[src/rtl/mpdd_pkg.sv]
package mpdd_pkg;

	typedef struct packed {
		logic        sgn;
		logic [9:0]  exp;
		logic [23:0] man;
		logic        zero;
		logic        inf;
		logic        nan;
	} opnd_t;

	typedef enum logic {
		OP_MUL,
		OP_ADD
	} fpu_op_t;

	typedef struct packed {
		logic    start;
		fpu_op_t op;
	} fpu_req_t;

	typedef enum logic {
		F_IDLE,
		F_NORM
	} fpu_state_t;

	typedef enum logic [2:0] {
		S_IDLE,
		S_SCALE,
		S_PROD,
		S_ACC,
		S_EMIT
	} seq_state_t;

	localparam logic [2:0] FMT_INT4 = 3'd0;
	localparam logic [2:0] FMT_INT8 = 3'd1;
	localparam logic [2:0] FMT_FP16 = 3'd2;
	localparam logic [2:0] FMT_FP32 = 3'd3;

	localparam logic REG_FORMAT = 1'b0;
	localparam logic REG_SCALE  = 1'b1;

	localparam logic [31:0] CANON_NAN = 32'h7FC00000;

	function automatic opnd_t unpack_f32(input logic [31:0] b);
		opnd_t o;
		o.sgn  = b[31];
		o.exp  = (b[30:23] == 8'd0) ? 10'd1 : {2'b00, b[30:23]};
		o.man  = {(b[30:23] != 8'd0), b[22:0]};
		o.zero = (b[30:0] == 31'd0);
		o.inf  = (b[30:23] == 8'hFF) && (b[22:0] == 23'd0);
		o.nan  = (b[30:23] == 8'hFF) && (b[22:0] != 23'd0);
		return o;
	endfunction

	function automatic opnd_t unpack_f16(input logic [15:0] h);
		opnd_t o;
		o.sgn  = h[15];
		o.exp  = ((h[14:10] == 5'd0) ? 10'd1 : {5'b00000, h[14:10]}) + 10'd112;
		o.man  = {(h[14:10] != 5'd0), h[9:0], 13'd0};
		o.zero = (h[14:0] == 15'd0);
		o.inf  = (h[14:10] == 5'h1F) && (h[9:0] == 10'd0);
		o.nan  = (h[14:10] == 5'h1F) && (h[9:0] != 10'd0);
		return o;
	endfunction

	function automatic opnd_t unpack_int(input logic sgn, input logic [7:0] mag);
		opnd_t o;
		o.sgn  = sgn;
		o.exp  = 10'd150;
		o.man  = {16'd0, mag};
		o.zero = (mag == 8'd0);
		o.inf  = 1'b0;
		o.nan  = 1'b0;
		return o;
	endfunction

endpackage

[src/rtl/mpdd_fpu.sv]
module mpdd_fpu (
	input  logic                clk,
	input  logic                arst_n,
	input  mpdd_pkg::fpu_req_t  req,
	input  mpdd_pkg::opnd_t     a,
	input  mpdd_pkg::opnd_t     b,
	output logic                done,
	output logic [31:0]         res
);

	mpdd_pkg::fpu_state_t state_q, state_d;
	logic [47:0]        m_q, m_d;
	logic signed [10:0] e_q, e_d;
	logic               st_q, st_d;
	logic               sgn_q, sgn_d;
	logic               zsgn_q, zsgn_d;
	logic               done_q, done_d;
	logic [31:0]        res_q, res_d;

	logic [47:0]        prod;
	logic signed [10:0] e_mul;
	logic               a_big;
	mpdd_pkg::opnd_t    big, sml;
	logic [9:0]         diff;
	logic [5:0]         ash;
	logic [95:0]        awide;
	logic [47:0]        mb, ms;
	logic               astk;
	logic [49:0]        asum;
	logic               nan_s, inf_s, zero_s, sgn_s;

	logic signed [10:0] rneed;
	logic [5:0]         rsh;
	logic [95:0]        rwide;
	logic [23:0]        mant;
	logic               rup;
	logic [24:0]        s25;
	logic [23:0]        mfin;
	logic signed [10:0] efin;
	logic signed [10:0] be;

	always_comb begin
		prod  = 48'(a.man) * 48'(b.man);
		e_mul = $signed({1'b0, a.exp}) + $signed({1'b0, b.exp}) - 11'sd254;
		a_big = (a.exp > b.exp) || ((a.exp == b.exp) && (a.man >= b.man));
		big   = a_big ? a : b;
		sml   = a_big ? b : a;
		diff  = big.exp - sml.exp;
		ash   = (diff > 10'd63) ? 6'd63 : diff[5:0];
		mb    = {1'b0, big.man, 23'd0};
		awide = {1'b0, sml.man, 23'd0, 48'd0} >> ash;
		ms    = awide[95:48];
		astk  = |awide[47:0];
		if (big.sgn ^ sml.sgn) begin
			asum = {1'b0, mb, 1'b0} - {1'b0, ms, astk};
		end else begin
			asum = {1'b0, mb, 1'b0} + {1'b0, ms, astk};
		end

		rneed = -11'sd126 - e_q;
		rsh   = (rneed > 11'sd63) ? 6'd63 : rneed[5:0];
		rwide = {m_q, 48'd0} >> rsh;

		mant = m_q[46:23];
		rup  = m_q[22] & ((|m_q[21:0]) | st_q | mant[0]);
		s25  = {1'b0, mant} + {24'd0, rup};
		mfin = s25[24] ? s25[24:1] : s25[23:0];
		efin = s25[24] ? e_q + 11'sd1 : e_q;
		be   = mfin[23] ? efin + 11'sd127 : 11'sd0;
	end

	always_comb begin
		state_d = state_q;
		m_d     = m_q;
		e_d     = e_q;
		st_d    = st_q;
		sgn_d   = sgn_q;
		zsgn_d  = zsgn_q;
		done_d  = 1'b0;
		res_d   = res_q;
		nan_s   = 1'b0;
		inf_s   = 1'b0;
		zero_s  = 1'b0;
		sgn_s   = 1'b0;
		unique case (state_q)
			mpdd_pkg::F_IDLE: begin
				if (req.start) begin
					if (req.op == mpdd_pkg::OP_MUL) begin
						nan_s  = a.nan | b.nan | (a.inf & b.zero) | (a.zero & b.inf);
						inf_s  = a.inf | b.inf;
						zero_s = a.zero | b.zero;
						sgn_s  = a.sgn ^ b.sgn;
						m_d    = prod;
						e_d    = e_mul;
						st_d   = 1'b0;
						zsgn_d = a.sgn ^ b.sgn;
					end else begin
						nan_s  = a.nan | b.nan | (a.inf & b.inf & (a.sgn != b.sgn));
						inf_s  = a.inf | b.inf;
						sgn_s  = a.inf ? a.sgn : b.sgn;
						m_d    = asum[48:1];
						e_d    = $signed({1'b0, big.exp}) - 11'sd127;
						st_d   = asum[0];
						zsgn_d = a.sgn & b.sgn;
					end
					sgn_d = (req.op == mpdd_pkg::OP_MUL) ? (a.sgn ^ b.sgn) : big.sgn;
					if (nan_s) begin
						res_d  = mpdd_pkg::CANON_NAN;
						done_d = 1'b1;
					end else if (inf_s) begin
						res_d  = {sgn_s, 8'hFF, 23'd0};
						done_d = 1'b1;
					end else if (zero_s) begin
						res_d  = {sgn_s, 31'd0};
						done_d = 1'b1;
					end else begin
						state_d = mpdd_pkg::F_NORM;
					end
				end
			end
			mpdd_pkg::F_NORM: begin
				if (m_q[47]) begin
					m_d  = {1'b0, m_q[47:1]};
					st_d = st_q | m_q[0];
					e_d  = e_q + 11'sd1;
				end else if (m_q == 48'd0) begin
					res_d   = {zsgn_q, 31'd0};
					done_d  = 1'b1;
					state_d = mpdd_pkg::F_IDLE;
				end else if (e_q < -11'sd126) begin
					m_d  = rwide[95:48];
					st_d = st_q | (|rwide[47:0]);
					e_d  = -11'sd126;
				end else if (!m_q[46] && (e_q > -11'sd126)) begin
					m_d = {m_q[46:0], 1'b0};
					e_d = e_q - 11'sd1;
				end else begin
					if (be >= 11'sd255) begin
						res_d = {sgn_q, 8'hFF, 23'd0};
					end else begin
						res_d = {sgn_q, be[7:0], mfin[22:0]};
					end
					done_d  = 1'b1;
					state_d = mpdd_pkg::F_IDLE;
				end
			end
			default: begin
				state_d = mpdd_pkg::F_IDLE;
			end
		endcase
	end

	always_ff @(posedge clk or negedge arst_n) begin
		if (!arst_n) begin
			state_q <= mpdd_pkg::F_IDLE;
			done_q  <= 1'b0;
		end else begin
			state_q <= state_d;
			done_q  <= done_d;
		end
	end

	always_ff @(posedge clk) begin
		m_q    <= m_d;
		e_q    <= e_d;
		st_q   <= st_d;
		sgn_q  <= sgn_d;
		zsgn_q <= zsgn_d;
		res_q  <= res_d;
	end

	assign done = done_q;
	assign res  = res_q;

endmodule

[src/rtl/mixed_precision_dequant_dot.sv]
// Dequantizing dot product with a float32 accumulator. Each request carries one weight,
// decoded as int4, int8, fp16 or fp32 according to the format register, and one float32
// activation; the product is added to the running sum, and the request marked last
// returns the sum (NaN as 0x7FC00000) and clears it. All arithmetic runs on one shared
// float32 multiply/add unit with round to nearest even: integer weights take three
// operations (scale, activation, accumulate), other formats two. Each operation
// normalizes one shift at a time, or skips normalization when an operand is zero,
// infinite or NaN, and in_ready stays low until the request is done. An integer
// request takes longer than a float one, since the small integer times the scale
// needs 16 to 23 left shifts. No operation needs more than about 24 shifts. The
// request marked last then passes through an emit state to hand over its sum, and
// waits there only while the previous sum is still unread. A new request is taken
// while a previous sum still waits at the output.
module mixed_precision_dequant_dot (
	input  logic        clk,
	input  logic        arst_n,
	input  logic        cfg_we,
	input  logic        cfg_index,
	input  logic [31:0] cfg_wdata,
	input  logic        in_valid,
	output logic        in_ready,
	input  logic [31:0] weight_bits,
	input  logic        hi_nibble,
	input  logic [31:0] activation,
	input  logic        last,
	output logic        out_valid,
	input  logic        out_ready,
	output logic [31:0] dot_sum
);

	mpdd_pkg::seq_state_t state_q, state_d;
	logic [2:0]         fmt_q;
	logic [31:0]        scale_q;
	logic [31:0]        acc_q, acc_d;
	logic [31:0]        act_q, act_d;
	logic               last_q, last_d;
	logic               out_valid_q, out_valid_d;
	logic [31:0]        sum_q, sum_d;
	mpdd_pkg::fpu_req_t req_q, req_d;
	mpdd_pkg::opnd_t    opa_q, opa_d, opb_q, opb_d;
	logic               fpu_done;
	logic [31:0]        fpu_res;
	logic [3:0]         nib, mag4;
	logic [7:0]         mag8;

	mpdd_fpu u_fpu (
		.clk    (clk),
		.arst_n (arst_n),
		.req    (req_q),
		.a      (opa_q),
		.b      (opb_q),
		.done   (fpu_done),
		.res    (fpu_res)
	);

	always_comb begin
		nib  = hi_nibble ? weight_bits[7:4] : weight_bits[3:0];
		mag4 = nib[3] ? (~nib + 4'd1) : nib;
		mag8 = weight_bits[7] ? (~weight_bits[7:0] + 8'd1) : weight_bits[7:0];

		state_d     = state_q;
		acc_d       = acc_q;
		act_d       = act_q;
		last_d      = last_q;
		sum_d       = sum_q;
		opa_d       = opa_q;
		opb_d       = opb_q;
		req_d.start = 1'b0;
		req_d.op    = req_q.op;
		in_ready    = 1'b0;
		out_valid_d = out_valid_q && !out_ready;
		unique case (state_q)
			mpdd_pkg::S_IDLE: begin
				in_ready = 1'b1;
				if (in_valid) begin
					act_d       = activation;
					last_d      = last;
					req_d.start = 1'b1;
					req_d.op    = mpdd_pkg::OP_MUL;
					opb_d       = mpdd_pkg::unpack_f32(activation);
					state_d     = mpdd_pkg::S_PROD;
					case (fmt_q)
						mpdd_pkg::FMT_INT4: begin
							opa_d   = mpdd_pkg::unpack_int(nib[3], {4'd0, mag4});
							opb_d   = mpdd_pkg::unpack_f32(scale_q);
							state_d = mpdd_pkg::S_SCALE;
						end
						mpdd_pkg::FMT_INT8: begin
							opa_d   = mpdd_pkg::unpack_int(weight_bits[7], mag8);
							opb_d   = mpdd_pkg::unpack_f32(scale_q);
							state_d = mpdd_pkg::S_SCALE;
						end
						mpdd_pkg::FMT_FP16: begin
							opa_d = mpdd_pkg::unpack_f16(weight_bits[15:0]);
						end
						mpdd_pkg::FMT_FP32: begin
							opa_d = mpdd_pkg::unpack_f32(weight_bits);
						end
						default: begin
							opa_d = mpdd_pkg::unpack_f32(32'd0);
						end
					endcase
				end
			end
			mpdd_pkg::S_SCALE: begin
				if (fpu_done) begin
					opa_d       = mpdd_pkg::unpack_f32(fpu_res);
					opb_d       = mpdd_pkg::unpack_f32(act_q);
					req_d.start = 1'b1;
					req_d.op    = mpdd_pkg::OP_MUL;
					state_d     = mpdd_pkg::S_PROD;
				end
			end
			mpdd_pkg::S_PROD: begin
				if (fpu_done) begin
					opa_d       = mpdd_pkg::unpack_f32(acc_q);
					opb_d       = mpdd_pkg::unpack_f32(fpu_res);
					req_d.start = 1'b1;
					req_d.op    = mpdd_pkg::OP_ADD;
					state_d     = mpdd_pkg::S_ACC;
				end
			end
			mpdd_pkg::S_ACC: begin
				if (fpu_done) begin
					acc_d   = fpu_res;
					state_d = last_q ? mpdd_pkg::S_EMIT : mpdd_pkg::S_IDLE;
				end
			end
			mpdd_pkg::S_EMIT: begin
				if (!out_valid_q || out_ready) begin
					out_valid_d = 1'b1;
					sum_d       = acc_q;
					acc_d       = 32'd0;
					state_d     = mpdd_pkg::S_IDLE;
				end
			end
			default: begin
				state_d = mpdd_pkg::S_IDLE;
			end
		endcase
	end

	always_ff @(posedge clk or negedge arst_n) begin
		if (!arst_n) begin
			state_q     <= mpdd_pkg::S_IDLE;
			fmt_q       <= mpdd_pkg::FMT_INT8;
			scale_q     <= 32'h3F800000;
			acc_q       <= 32'd0;
			out_valid_q <= 1'b0;
			req_q       <= '0;
		end else begin
			state_q     <= state_d;
			acc_q       <= acc_d;
			out_valid_q <= out_valid_d;
			req_q       <= req_d;
			if (cfg_we) begin
				unique case (cfg_index)
					mpdd_pkg::REG_FORMAT: fmt_q   <= cfg_wdata[2:0];
					mpdd_pkg::REG_SCALE:  scale_q <= cfg_wdata;
					default: ;
				endcase
			end
		end
	end

	always_ff @(posedge clk) begin
		act_q  <= act_d;
		last_q <= last_d;
		sum_q  <= sum_d;
		opa_q  <= opa_d;
		opb_q  <= opb_d;
	end

	assign out_valid = out_valid_q;
	assign dot_sum   = (sum_q[30:23] == 8'hFF && sum_q[22:0] != 23'd0) ?
		mpdd_pkg::CANON_NAN : sum_q;

endmodule
[config.mk]
export PLATFORM = sky130hd
export DESIGN_NAME = mixed_precision_dequant_dot
export DESIGN_NICKNAME = d
export VERILOG_FILES = /design/src/rtl/mpdd_pkg.sv /design/src/rtl/mpdd_fpu.sv /design/src/rtl/mixed_precision_dequant_dot.sv
export SDC_FILE = /design/constraint.sdc
export NUM_CORES = 2
export LEC_CHECK = 0
export ABC_AREA = 1
export BUFFER_PORTS_ARGS = -buffer_cell sky130_fd_sc_hd__clkbuf_2
export CAP_MARGIN = 10
export CELL_PAD_IN_SITES_DETAIL_PLACEMENT = 0
export CELL_PAD_IN_SITES_GLOBAL_PLACEMENT = 1
export CORE_UTILIZATION = 25
export DETAILED_ROUTE_END_ITERATION = 6
export PLACE_DENSITY_LB_ADDON = 0.1
export SKIP_CTS_REPAIR_TIMING = 1
export SYNTH_ARGS = -nofsm -noshare
export SYNTH_HDL_FRONTEND = slang
export SYNTH_SLANG_ARGS = --single-unit
[constraint.sdc]
create_clock -name clk -period 10.02 [get_ports clk]
set_clock_uncertainty 0.15 [all_clocks]
set_input_delay 0.501 -clock clk [delete_from_list [all_inputs] [get_ports clk]]
set_output_delay 0.501 -clock clk [all_outputs]
set_load 0.02 [all_outputs]
==> summary.txt <==
Floorplan
  – Full die area: 189000 µm²
  – IO Pins: 138
  – FP Rows: 158
  – Die W: 434.7 µm
  – Die Ht: 434.7 µm
  – Starting Density: 25.22%
  – Core Area: 185600 µm²

STA
  – Max Freq: 109.4 MHz
  – Slew @ Worst Pin: 1283 ps
  – Final setup fails: 0
  – Max Slew Vio Count: 0
  – Max_slew headroom: 14.47%
  – RSZ-0062 raised after global routing: false
  – Period utilisation layout: 91.21%
  – Fin. Hold Viols: 1
  – Hold slack: -6.730 ps
  – Min Tclk post-route: 9140 ps
  – Setup TNS: 0 ps

Cells and area
  – Share of layout cells above drive strength 1: 7.769%
  – Most common cell after layout, fill and taps aside: nand2_1
  – Final nets: 7553
  – Most frequent cells in the layout: nand2_1, inv_1, fa_1, o21ai_0, nand3_1
  – Layout area overhead: 13.54%
  – Fill count: 20640

Clocking
  – CTS tree: built
  – Clk buf depth: 3
  – CTS Buf Count: 44
  – CTS Root Cell: clkbuf_16
  – Clock slew at reported path FFs: 60 ps
  – Clock sinks: 306
  – Clk_lat worst skew: 660 ps
  – H-tree Lvls: 2

Synthesis
  – Top cell type's share of synthesized area: 20.74%
  – Avg Cell Area, Syn: 7.136 µm²
  – Syn nets: 7454
  – Post-Synth XOR/XNOR Area: 1.328%
  – Fraction of the yosys area taken by sequential cells: 18.85%
  – Post-synth EDFFs: 231
  – Syn Inst Count: 6560
  – Synth cell types: 62
  – Post-synthesis compound-gate area fraction: 13.17%
  – Synth warn: 0
  – Synth Area in Adders: 28.89%
  – Top post-synthesis cells by area: fa_1, edfxtp_1, nand2_1
  – Mux cell area share after synthesis: 0.8125%
  – Yosys reg bits: 306
  – Simple-gate share of the synthesized area: 23.94%
  – Cell area after synthesis: 46810 µm²
  – Main combinational cell family by area after synthesis: adder cells
  – Top_reg_cell synth: edfxtp_1
  – Asr flop ratio synth: 24.51%
  – Most area-hungry cell type in the Yosys netlist: fa_1

Setup path
  – Critical Path RT: 10360 ps
  – Worst Setup Path Type: flip-flop to flip-flop
  – Number of stages on the worst setup path: 58
  – CP arrival: 9480 ps
  – Cell mode on critical path: nand2_1
  – CP top delay family: simple AND/OR/NAND/NOR gates
  – Worst R2R Start: opa_q[30]
  – CP bufs+invs: 6
  – Critical Path Start Type: flip-flop
  – CP max stage delay: 490 ps
  – Worst reg2reg path depth: 58
  – CP Capture Type: flip-flop
  – CP max stage cell: edfxtp_1
  – Worst-path fanout max: 29
  – Reg-to-reg slack, setup: 880 ps
  – Crit path launch: opa_q[30]
  – End point of the critical path: u_fpu.m_q[45]
  – FF-to-FF End: u_fpu.m_q[45]

Outcome
  – Status: complete, but fails checks
  – Violated checks: hold timing

Min path
  – Hold Path Cell Cnt: 4
  – Class of the worst hold path: input port to flip-flop

Drt
  – Final ANT Viol Nets: 0
  – Initial DRC Count: 3069
  – Routed length per placed instance: 23.12 µm
  – Vias post-DR: 44400
  – DRC: 0
  – Via/cell ratio: 4.839
  – DRT Wirelength: 212.1 mm
  – DRT Pass-1 Iters: 6

GRT
  – Initial antenna violation count: 4
  – Vias in the first global route: 45480
  – Overflow after GRT: 0
  – Tot GR Track Use: 22.16%
  – Pin count of the biggest net entering global routing: 97
  – First-pass GRT wire length: 313.5 mm

Place
  – Gpl congestion: 0.8972
  – Hpwl dp: 175.7 mm
  – # port buffers: 137

Flow run
  – Reported max-cap violation count: 0
==> cells by family (layout without fill, tap and decap cells) <==
family	Yosys count	after routing
adder cells (fa/ha/maj)	790	790
AND/OR/NAND/NOR	2694	2694
other	0	2
flip-flops	306	306
XOR/XNOR	71	71
buffers and inverters	1603	1736
multiplexers	35	35
AO/OA/AOI/OAI	1061	1061
==> synth_stat cells, drive strengths merged (80+ instances only) <==
cell type,count
nand4,89
nand3,387
nor2,322
fa,485
o221ai,80
edfxtp,231
a21oi,261
ha,305
nand2,1734
inv,1239
clkbuf,302
o21ai,474
==> state kept, by name (all words and copies together), names as in the netlist, 2 cells and up <==
signal     cells
acc_q         32
req_q          2
fmt_q          3
opa_q         36
act_q         32
state_q        3
scale_q       32
u_fpu.res     32
u_fpu.e_q     11
opb_q         36
u_fpu.m_q     48
sum_q         32
==> per-stage QoR <==
stage	util [%]	worst slack, ps	hold WS (ps)	cells	instance area (µm²)
floorplan	-	1983	55.41	6560	46810
global placement	27.33	847.0	239.7	9009	50730
detailed placement	27.33	849.4	240.5	9009	50730
CTS	28.16	701.9	-473.9	9089	52270
global route	28.63	125.5	4.758	9173	53140
finish	28.63	880.4	-6.730	9175	53150
==> area by class of cell <==
| class | instances | area [µm²] | share of cell area, % |
|---|---|---|---|
| antenna | 2 | 5.005 | 0.009416 |
| clock buffer | 55 | 1182 | 2.225 |
| clock inverter | 25 | 364.1 | 0.6850 |
| inverter | 1247 | 4681 | 8.807 |
| multi-input combinational | 4651 | 31970 | 60.15 |
| sequential | 306 | 8825 | 16.60 |
| tap | 2480 | 3103 | 5.838 |
| timing repair buffer | 409 | 3020 | 5.683 |
==> worst min-delay path by stage <==
stage | start | endpoint | slack, ps
after floorplan | arst_n | acc_q[0] | 60
after global placement | arst_n | out_valid | 240
after global routing | out_ready | out_valid | 5
final | out_ready | out_valid | -7
after detailed placement | arst_n | out_valid | 240
after CTS | arst_n | out_valid | -470
==> layer usage <==
layer	global-route usage, %	wire (µm)	vias up
met2	37.88	101700	969
met3	1.812	7166	158
met5	0	0	-
met1	30.43	98890	22100
li1	-	-	21170
met4	4.349	4300	0
==> worst min-delay path: stages <==
cell      delay [ps]
clkbuf_2          80
inv_1             30
nand2_1           90
nand2_1           60
Power is left out: the tool's default activity adds up to more than one toggle a clock period on the data nets, which glitch-free logic cannot reach.
